[config.mk]
export PLATFORM = sky130hd
export DESIGN_NAME = bart_alu
export DESIGN_NICKNAME = d
export VERILOG_FILES = /design/src/bart_pkg.sv /design/src/bart_alu.sv
export SDC_FILE = /design/constraint.sdc
export NUM_CORES = 1
export LEC_CHECK = 0
export BUFFER_PORTS_ARGS = -buffer_cell sky130_fd_sc_hd__buf_2
export CELL_PAD_IN_SITES_DETAIL_PLACEMENT = 0
export CELL_PAD_IN_SITES_GLOBAL_PLACEMENT = 1
export CORE_ASPECT_RATIO = 0.9
export CORE_MARGIN = 4
export CORE_UTILIZATION = 39
export DETAILED_ROUTE_END_ITERATION = 8
export PLACE_DENSITY = 0.95
export SETUP_SLACK_MARGIN = 0.05
export SYNTH_ARGS = -nofsm -noshare
export SYNTH_HDL_FRONTEND = slang
export SYNTH_SLANG_ARGS = --single-unit
[constraint.sdc]
create_clock -name vclk -period 14.9
set_clock_uncertainty 0.2 [all_clocks]
set_input_delay 1.49 -clock vclk [all_inputs]
set_output_delay 1.49 -clock vclk [all_outputs]
set_load 0.005 [all_outputs]
[src/bart_pkg.sv]
// ----------------------------------------------------------------------------
// bart_pkg
// Shared widths, codes and structures of the bump allocator residency table.
// ----------------------------------------------------------------------------
package bart_pkg;

  localparam int TableEntries = 64;
  localparam int IdxW         = $clog2(TableEntries);
  // The alignment must be a power of two: rounding is done by masking.
  localparam int AlignBytes   = 64;
  localparam int AlignW       = $clog2(AlignBytes);

  localparam int OpW     = 3;
  localparam int KeyW    = 64;
  localparam int SizeW   = 41;
  localparam int AddrW   = 48;
  localparam int StatusW = 3;
  localparam int ResW    = 2;
  localparam int SumW    = SizeW + 1;
  localparam int AluW    = AddrW;

  localparam logic [SizeW-1:0] CapReset = 41'd17179869184;

  localparam logic [OpW-1:0] OpAlloc   = 3'd0;
  localparam logic [OpW-1:0] OpFree    = 3'd1;
  localparam logic [OpW-1:0] OpEvict   = 3'd2;
  localparam logic [OpW-1:0] OpPromote = 3'd3;
  localparam logic [OpW-1:0] OpPin     = 3'd4;
  localparam logic [OpW-1:0] OpUnpin   = 3'd5;

  localparam logic [StatusW-1:0] StOk       = 3'd0;
  localparam logic [StatusW-1:0] StNoSpace  = 3'd1;
  localparam logic [StatusW-1:0] StNotFound = 3'd2;
  localparam logic [StatusW-1:0] StPinned   = 3'd3;
  localparam logic [StatusW-1:0] StFull     = 3'd4;

  localparam logic [ResW-1:0] ResWarm   = 2'd0;
  localparam logic [ResW-1:0] ResHot    = 2'd1;
  localparam logic [ResW-1:0] ResCold   = 2'd2;
  localparam logic [ResW-1:0] ResPinned = 2'd3;

  typedef struct packed {
    logic [OpW-1:0]   operation;
    logic [KeyW-1:0]  tensor_key;
    logic [SizeW-1:0] request_size;
  } req_t;

  typedef struct packed {
    logic [StatusW-1:0] status;
    logic [AddrW-1:0]   granted_address;
    logic [ResW-1:0]    entry_state;
    logic [SizeW-1:0]   free_bytes;
  } rsp_t;

  typedef struct packed {
    logic [KeyW-1:0]  key;
    logic [AddrW-1:0] address;
    logic [SizeW-1:0] size;
    logic [ResW-1:0]  residency;
    logic             pinned;
  } entry_t;

  typedef struct packed {
    logic [IdxW-1:0] rd_idx;
    logic            wr_en;
    logic [IdxW-1:0] wr_idx;
    logic            wr_valid;
  } tbl_ctrl_t;

  typedef struct packed {
    logic sub;
  } alu_ctrl_t;

  typedef struct packed {
    logic            carry;
    logic [AluW-1:0] value;
  } alu_res_t;

endpackage

[src/bart_alu.sv]
// ----------------------------------------------------------------------------
// bart_alu
// Shared adder and subtractor; the carry out doubles as the borrow flag.
// ----------------------------------------------------------------------------
module bart_alu (
  input  bart_pkg::alu_ctrl_t          ctrl_i,
  input  logic [bart_pkg::AluW-1:0]    a_i,
  input  logic [bart_pkg::AluW-1:0]    b_i,
  output bart_pkg::alu_res_t           res_o
);

  logic [bart_pkg::AluW:0] sum;

  always_comb begin
    if (ctrl_i.sub) begin
      sum = {1'b0, a_i} - {1'b0, b_i};
    end else begin
      sum = {1'b0, a_i} + {1'b0, b_i};
    end
    res_o.carry = sum[bart_pkg::AluW];
    res_o.value = sum[bart_pkg::AluW-1:0];
  end

endmodule

==> run metrics, run 1 <==
combinational power share=1.000; Vias per Instance=5.83; syn avg cell area=6.59 um^2; total negative slack=0 ps; Crit path max-delay family=simple AND/OR/NAND/NOR gates; largest stage delay on the critical path=540 ps; P per Cell Area=61.7 nW/um^2; post-CTS setup buffers=0; Max Clock Freq=128 MHz; class of the most critical setup path=in -> out; critical path fanouts, max=9; gpl congestion=0.959; min cycle time layout=7820 ps; Filler cells=1,042; max_cap viols=0; DRT iter0 DRCs=483; Slew Viols, Final=0; Worst Hold Class=in -> out; Die Height=105 um; nets@finish=881; Critical Path AT=6130 ps; Synth cell types=66; vias in the first global route=4,573; Setup violations, final=0; Pint=0.000131 W; Least-Margin Pin Slew=926 ps; Compound-Gate Fraction of Synth Area=0.325; sw power=0.000167 W; Die Footprint=12,100 um^2; total track usage=0.216; final hold vios=0; Post-Place Cells=858; Post-route DRC=0; antenna-violating nets left=0; detailed-route wire length=14,200 um; RSZ-0062 raised after global routing=no; switching share of power=0.562; Slowest-stage cell, CP=or4_4; fin area=4820 um^2; IO Pins=146; Synth warnings=0; post-CTS sizing=0; xor/xnor share of the synthesized area=0.188; hold_buf cts=0; placeable core area=9910 um^2; dpl hpwl=12,400 um; DIE WIDTH=115 um; # diodes=0; Routed wire per std cell=16.5 um; LEAKAGE=2.20 nW; mapped cell area=4050 um^2; global-route wire length before repair=22,100 um; status=finished clean; Critical Path RT=13,210 ps; metal3 WL=1240 um; mux contribution to synthesized area=0.00495; via count=5,002; sequential-to-total area share from yosys stat=0; Synth Area in Simple Gates=0.278; top sig layer=met5; worst-path cell chain=buf_2, or4_4, or3_4, nor3_2, and2_2, nand3_2, nor2_4, a21oi_1, xnor2_1, ha_1, and2_1, and3_1, and3_1, nand2_1, or3_1, nand4_1, or3b_1, buf_2; sequential cells=0; slew margin rel.=0.377; clock power share=0; layout cells sized above 1=0.232; CP bufs+invs=2; area post-placement=4820 um^2; VDD IR-drop max=30.5 uV; Site Rows=34; Net Count, Synth=761; largest net degree at the start of global routing=49; Starting Density=0.408; drt pass-1 iters=5; Synth Area in Adders=0.157; fin crit share=0.525; register area=0 um^2; Mapped Cells=614; endpoint class of the critical path=primary output; PortBufs=146; crit path launch type=input port; Final Instance Count excl. Fillers=858; metal2 WL=6650 um; clock buf count=0; sequential power share=0; Synth-to-Final Area Change=19.3%; main combinational cell family by area after synthesis=compound AO/OA/AOI/OAI gates; metal1 wirelength=6210 um; total gr overflow=0; initial antenna violation count=2
## path summary, 6_finish.rpt
| kind | start | endpoint | cells after the start |
|---|---|---|---|
| setup / recovery | b_i[10] | res_o[46] | 18 |
| hold / removal | a_i[1] | res_o[1] | 3 |
## kinds of logic after synthesis
group | count (synthesis)
xor+xnor | 87
mux | 2
fa+ha+maj | 50
compound gates | 205
simple gates | 220
buf+inv | 50
## layout by cell type (no fill, tap or decap), types with 21 or more instances in the layout
master / Yosys / final
buf_2: 3 / 146
a21oi_1: 82 / 82
nor2_1: 69 / 69
xnor2_1: 69 / 69
ha_1: 49 / 49
nand2_1: 46 / 46
o21ai_0: 30 / 30
nor3_1: 24 / 24
inv_1: 22 / 22
a21o_1: 21 / 21
## power by group through the flow
stage                     sequential (W)  combinational (W)  clock [W]
after detailed placement               0           0.000296          0
after floorplan                        0           0.000194          0
after global placement                 0           0.000293          0
after CTS                              0           0.000297          0
final                                  0           0.000298          0
after global routing                   0           0.000328          0
## tightest hold or removal path, delay by kind of cell
family	cells	cell delay, ps
buf+inv	2	220
fa+ha+maj	1	170
## cell usage after synthesis (all sizes together), types with 4 or more instances
cell type | count | area share
o21bai | 12 | 0.022
nor3 | 26 | 0.036
o21a | 4 | 0.0074
nand2 | 47 | 0.044
and3 | 7 | 0.011
buf | 6 | 0.0065
nand3 | 13 | 0.017
xnor2 | 69 | 0.15
nor3b | 4 | 0.010
and2 | 6 | 0.010
inv | 22 | 0.020
a21o | 21 | 0.039
xor2 | 18 | 0.039
or3 | 4 | 0.0074
a211oi | 5 | 0.013
clkbuf | 22 | 0.020
ha | 49 | 0.15
nand2b | 4 | 0.0062
a31oi | 18 | 0.028
o21ai | 32 | 0.040
nand4 | 15 | 0.023
a21oi | 82 | 0.10
nor2 | 70 | 0.067
nor4 | 11 | 0.022
nor2b | 4 | 0.0062
## layer usage
layer	GRT usage	vias to the layer above
met3	0.0168	12
met1	0.314	2302
met4	0.0117	4
met2	0.366	181
li1	-	2503
met5	0	-
## cell type report
class                      count  area, um^2  area share
tap                          126         158      0.0327
multi-input combinational    564        3850       0.799
inverter                      22        82.6      0.0171
timing repair buffer         146         731       0.151
## stage by stage
step                       util  setup slack, ps  hold WS, ps  total power [W]
after floorplan               -             7930         2910         0.000194
after global placement    0.487             7140         3150         0.000293
final                     0.487             7080         3160         0.000298
after CTS                 0.487             7130         3170         0.000297
after global routing      0.487             6830         3190         0.000328
after detailed placement  0.487             7140         3150         0.000296
Note: power is estimated with default switching activity, not from simulation.
==> inputs of run 2 (changes only) <==
--- a/config.mk
+++ b/config.mk
@@ -10,9 +10,9 @@
 export CELL_PAD_IN_SITES_GLOBAL_PLACEMENT = 1
 export CORE_ASPECT_RATIO = 0.9
 export CORE_MARGIN = 4
-export CORE_UTILIZATION = 39
+export CORE_UTILIZATION = 36
 export DETAILED_ROUTE_END_ITERATION = 8
-export PLACE_DENSITY = 0.95
+export PLACE_DENSITY = 0.9
 export SETUP_SLACK_MARGIN = 0.05
 export SYNTH_ARGS = -nofsm -noshare
 export SYNTH_HDL_FRONTEND = slang
==> constraint.sdc (replaced) <==
create_clock -name vclk -period 7.31
set_clock_uncertainty 0.2 [all_clocks]
set_input_delay 0.731 -clock vclk [all_inputs]
set_output_delay 0.731 -clock vclk [all_outputs]
set_load 0.005 [all_outputs]
==> run 2 against run 1 <==
Net effect:
- via count shrank 0.94%
- final area is 0.83% higher
- setup slack lost 6100 ps
- combinational power increased by 110%
- utilization decreased by 4.0 points
- hold slack got worse by 1500 ps
- cell count increased by 3.1%
- non-clock buffer count rose by 1
- critical path depth increased by 1
- critical endpoint is now res_o[48]
- largest cell class unchanged
==> run metrics, run 2 (synthesis results as in run 1) <==
sw power=0.000346 W (+110%); clock buf count=0 (unchanged); Crit path max-delay family=simple AND/OR/NAND/NOR gates; total gr overflow=0 (unchanged); Pint=0.000266 W (+100%); global-route wire length before repair=22,800 um (+3.5%); hold path endpoint=res_o[0]; detailed-route wire length=14,500 um (+1.8%); initial antenna violation count=2 (unchanged); Post-route DRC=0 (unchanged); Routed wire per std cell=16.3 um (-1.3%); Setup violations, final=0 (unchanged); clock power share=0 (unchanged); via count=4,955 (-0.94%); area post-placement=4860 um^2 (+0.83%); RSZ-0062 raised after global routing=no; CP bufs+invs=2 (unchanged); fin crit share=0.861; class of the most critical setup path=in -> out; nets@finish=882 (+0.11%); Post-Place Cells=885 (+3.1%); DIE WIDTH=120 um (+3.8%); Final Instance Count excl. Fillers=885 (+3.1%); vias in the first global route=4,754 (+4.0%); Die Height=109 um (+3.8%); critical path depth=19 (+1); largest stage delay on the critical path=540 ps (about the same); total track usage=0.210 (-0.00664); Slew Viols, Final=0 (unchanged); min cycle time layout=6300 ps; P per Cell Area=126 nW/um^2 (+100%); final core occ=0.446 (-0.0405); most frequent CP cell=buf_2; placeable core area=10,900 um^2 (+10%); Max Clock Freq=159 MHz; layout cells sized above 1=0.233 (+0.00105); DRT iter0 DRCs=420 (-13%); status=finished clean; Critical Path AT=5370 ps (-760 ps); register area=0 um^2 (unchanged); worst hold path startpoint=b_i[0]; critical path fanouts, max=10 (+1); # diodes=0 (unchanged); post-CTS sizing=0 (unchanged); most frequent cells in the layout=buf_2 (146), a21oi_1 (82), nor2_1 (69), xnor2_1 (69), ha_1 (49); IO Pins=146 (unchanged); setup ws final=1010 ps (-6070 ps); slew margin rel.=0.398 (+0.0210); sequential power share=0 (unchanged); total negative slack=0 ps (unchanged); Site Rows=36 (+5.9%); Worst Hold Class=in -> out; fin area=4860 um^2 (+0.83%); Hold Path Stages=4 (+1); drt pass-1 iters=5 (unchanged); largest net degree at the start of global routing=36 (-27%); antenna-violating nets left=0 (unchanged); combinational power share=1.000 (about the same); Critical Path RT=6380 ps (-6830 ps); Slowest-stage cell, CP=or4_4; VDD IR-drop max=53.0 uV (+74%); leading cell type in the layout, fill and taps excluded=buf_2; max_cap viols=0 (unchanged); dpl hpwl=12,600 um (+1.6%); sequential cells=0 (unchanged); Vias per Instance=5.60 (-4.0%); Filler cells=1,202 (+15%); Synth-to-Final Area Change=20.3%; Starting Density=0.371 (-0.0370); Die Footprint=13,000 um^2 (+7.7%); PortBufs=146 (unchanged); final hold vios=0 (unchanged); crit path launch type=input port; post-CTS setup buffers=0 (unchanged); endpoint class of the critical path=primary output; gpl congestion=1.03 (+7.6%); worst slack at placement=1070 ps (-6080 ps); hold_buf cts=0 (unchanged); Least-Margin Pin Slew=891 ps (-34.6 ps); worst-path cell chain=buf_2, or4_4, or3_4, nor3_2, and2_2, nand3_2, nor2_4, a21oi_1, xnor2_1, ha_1, and2_1, nand3_1, nor2_1, a221oi_1, o21a_1, o21ai_0, a211oi_1, xor2_1, buf_2; LEAKAGE=2.21 nW (+0.22%); switching share of power=0.565 (+0.00351)
## run 2: cell count changes in the layout (fill, tap and decap cells not counted), sizes merged
| cell | before | now |
|---|---|---|
| buf | 146 | 147 |
## run 2: worst max-delay path by stage
stage,startpoint,endpoint,slack (ps)
4_1_cts,b_i[10],res_o[46],1060
3_3_place_gp,b_i[10],res_o[46],1090
2_1_floorplan,b_i[10],res_o[46],1850
6_report,b_i[10],res_o[48],1010
5_1_grt,b_i[10],res_o[48],710
3_5_place_dp,b_i[10],res_o[46],1070
## run 2: layout make-up
class,count,area [um^2],area share
inverter,22,82.6,0.0170
multi-input combinational,564,3850,0.792
tap,152,190,0.0391
timing repair buffer,147,738,0.152
## run 2: stage by stage
stage               hold WS, ps  total power (W)
global route               1670         0.000675
global placement           1630         0.000599
floorplan                  1390         0.000395
CTS                        1640         0.000608
detailed placement         1630         0.000605
finish                     1640         0.000612
## run 2: power groups by stage
stage / clock (W) / combinational, W / sequential [W]
finish: 0 / 0.000612 / 0
global route: 0 / 0.000675 / 0
CTS: 0 / 0.000608 / 0
detailed placement: 0 / 0.000605 / 0
global placement: 0 / 0.000599 / 0
floorplan: 0 / 0.000395 / 0
## run 2: layer usage
layer | GRT usage | vias up | share of wire | routed length (um)
met1 | 0.295 | 2261 | 0.48 | 6890
met3 | 0.0282 | 14 | 0.063 | 917
met4 | 0.0278 | 4 | 0.0090 | 130
met2 | 0.352 | 182 | 0.45 | 6500
met5 | 0 | - | 0.0014 | 20
li1 | - | 2494 | - | -
==> inputs of run 3 (changes only) <==
--- a/config.mk
+++ b/config.mk
@@ -9,10 +9,10 @@
 export CELL_PAD_IN_SITES_DETAIL_PLACEMENT = 0
 export CELL_PAD_IN_SITES_GLOBAL_PLACEMENT = 1
 export CORE_ASPECT_RATIO = 0.9
-export CORE_MARGIN = 4
-export CORE_UTILIZATION = 36
+export CORE_MARGIN = 2
+export CORE_UTILIZATION = 33
 export DETAILED_ROUTE_END_ITERATION = 8
-export PLACE_DENSITY = 0.9
+export PLACE_DENSITY = 0.88
 export SETUP_SLACK_MARGIN = 0.05
 export SYNTH_ARGS = -nofsm -noshare
 export SYNTH_HDL_FRONTEND = slang
==> constraint.sdc (replaced) <==
create_clock -name vclk -period 5.55
set_clock_uncertainty 0.2 [all_clocks]
set_input_delay 0.555 -clock vclk [all_inputs]
set_output_delay 0.555 -clock vclk [all_outputs]
set_load 0.005 [all_outputs]
==> run 3 against run 2 <==
Net effect:
- via count rose by 3.9%
- clock-buffer cell count unchanged
- sequential share of layout area is the same
- wire length up 5.7%
- total power increased by 48%
- utilization increased by 1.2 points
- sequential cell count unchanged
- combinational power rose by 48%
- die area is 1.3% higher
- hold slack got worse by 350 ps
- non-clock buffer count up 55
==> run metrics, run 3 (synthesis results as in run 1) <==
placeable core area=12,000 um^2 (+10%); via count=5,146 (+3.9%); LEAKAGE=2.52 nW (+14%); Slowest-stage cell, CP=or4_1; leading cell type in the layout, fill and taps excluded=buf_2; sequential cells=0 (unchanged); Routed wire per std cell=16.1 um (-1.7%); crit path launch type=input port; DIE WIDTH=121 um (+0.81%); area post-placement=5160 um^2 (+6.1%); dpl hpwl=12,800 um (+0.94%); Crit path max-delay family=simple AND/OR/NAND/NOR gates; critical path fanouts, max=5 (-5); PortBufs=146 (unchanged); min cycle time layout=5370 ps; VDD IR-drop max=70.9 uV (+34%); global-route wire length before repair=22,900 um (+0.36%); total track usage=0.214 (+0.00380); Least-Margin Pin Slew=645 ps (-247 ps); Worst Hold Class=in -> out; max_cap viols=0 (unchanged); class of the most critical setup path=in -> out; largest stage delay on the critical path=580 ps (+40 ps); drt pass-1 iters=6 (+1); Filler cells=1,289 (+7.2%); P per Cell Area=164 nW/um^2 (+31%); clock buf count=0 (unchanged); total negative slack=0 ps (unchanged); most frequent CP cell=buf_4; total gr overflow=0 (unchanged); CP bufs+invs=4 (+2); Site Rows=38 (+5.6%); initial antenna violation count=3 (+1); Die Footprint=13,200 um^2 (+1.3%); Post-route DRC=0 (unchanged); largest net degree at the start of global routing=27 (-25%); slew margin rel.=0.569 (+0.171); Max Clock Freq=186 MHz; Die Height=109 um (+0.44%); Setup violations, final=0 (unchanged); layout cells sized above 1=0.329 (+0.0954); gpl congestion=0.994 (-3.7%); area of the multi-input gates=4040 um^2 (+4.8%); most frequent cells in the layout=buf_2 (143), a21oi_1 (77), nor2_1 (67), xnor2_1 (67), buf_4 (55); final hold vios=0 (unchanged); endpoint class of the critical path=primary output; worst-path cell chain=buf_8, or4_4, or3_4, nor3b_4, nand2_2, buf_4, nor4_4, nor2_1, xnor2_1, ha_1, buf_4, nand2_1, or4_1, o2111a_1, a311oi_2, buf_2; register area=0 um^2 (unchanged); Critical Path RT=4800 ps (-1580 ps); fin crit share=0.967; Critical Path AT=4610 ps (-760 ps); status=finished clean; Starting Density=0.336 (-0.0348); nets@finish=937 (+6.2%); antenna-violating nets left=0 (unchanged); RSZ-0062 raised after global routing=yes; DRT iter0 DRCs=380 (-9.5%); Vias per Instance=5.41 (-3.5%); Synth-to-Final Area Change=36.2%; Slew Viols, Final=0 (unchanged); IO Pins=146 (unchanged); fin area=5510 um^2 (+13%); detailed-route wire length=15,300 um (+5.7%); vias in the first global route=4,680 (-1.6%)
-- run 3: worst min-delay path, delay by kind of cell --
family	cells	cell delay, ps
adders and majority gates	1	120
buffers and inverters	3	260
-- run 3: per-stage QoR --
stage / setup WS (ps) / hold slack, ps / utilization / total power [W] / instances
6_report: 184 / 1290 / 0.458 / 0.000905 / 952
5_1_grt: 7.77 / 1330 / 0.458 / 0.000994 / 951
4_1_cts: 105 / 1300 / 0.430 / 0.000847 / 931
3_5_place_dp: -38.9 / 1290 / 0.429 / 0.000841 / 931
3_3_place_gp: -14.5 / 1300 / 0.429 / 0.000843 / 931
2_1_floorplan: 446 / 1040 / - / 0.000521 / 614
-- run 3: per-layer routing --
metal	routed length [um]	share of wire	GRT usage
met5	0	0	0
met4	364	0.024	0.0415
met3	971	0.064	0.0146
met2	6670	0.44	0.339
met1	7270	0.48	0.317
-- run 3: final cells by class --
| type | count | share of cell area |
|---|---|---|
| Multi-Input combinational cell | 564 | 0.733 |
| Inverter | 22 | 0.0150 |
| Tap cell | 160 | 0.0363 |
| Timing Repair Buffer | 202 | 0.214 |
| Antenna cell | 4 | 0.00182 |
-- run 3: final timing paths --
path	startpoint	end	slack [ps]	cells past startpoint
worst min-delay path	b_i[0]	res_o[0]	1290	4
worst max-delay path	b_i[10]	res_o[42]	180	16
-- run 3: report_power, final --
part | total, W | internal [W] | switching [W]
logic | 0.000905 | 0.000412 | 0.000493
registers | 0 | 0 | 0
clock network | 0.0000000000965 | 0.0000000000964 | 0
-- run 3: repair_timing --
| item | in CTS | in global routing |
|---|---|---|
| buffers inserted | 0 | 17 |
| gates cloned | 0 | 0 |
| hold buffers | 0 | 0 |
| pin swaps | 0 | 15 |
| setup endpoints to repair | 3 | 13 |
| resized for setup | 3 | 49 |
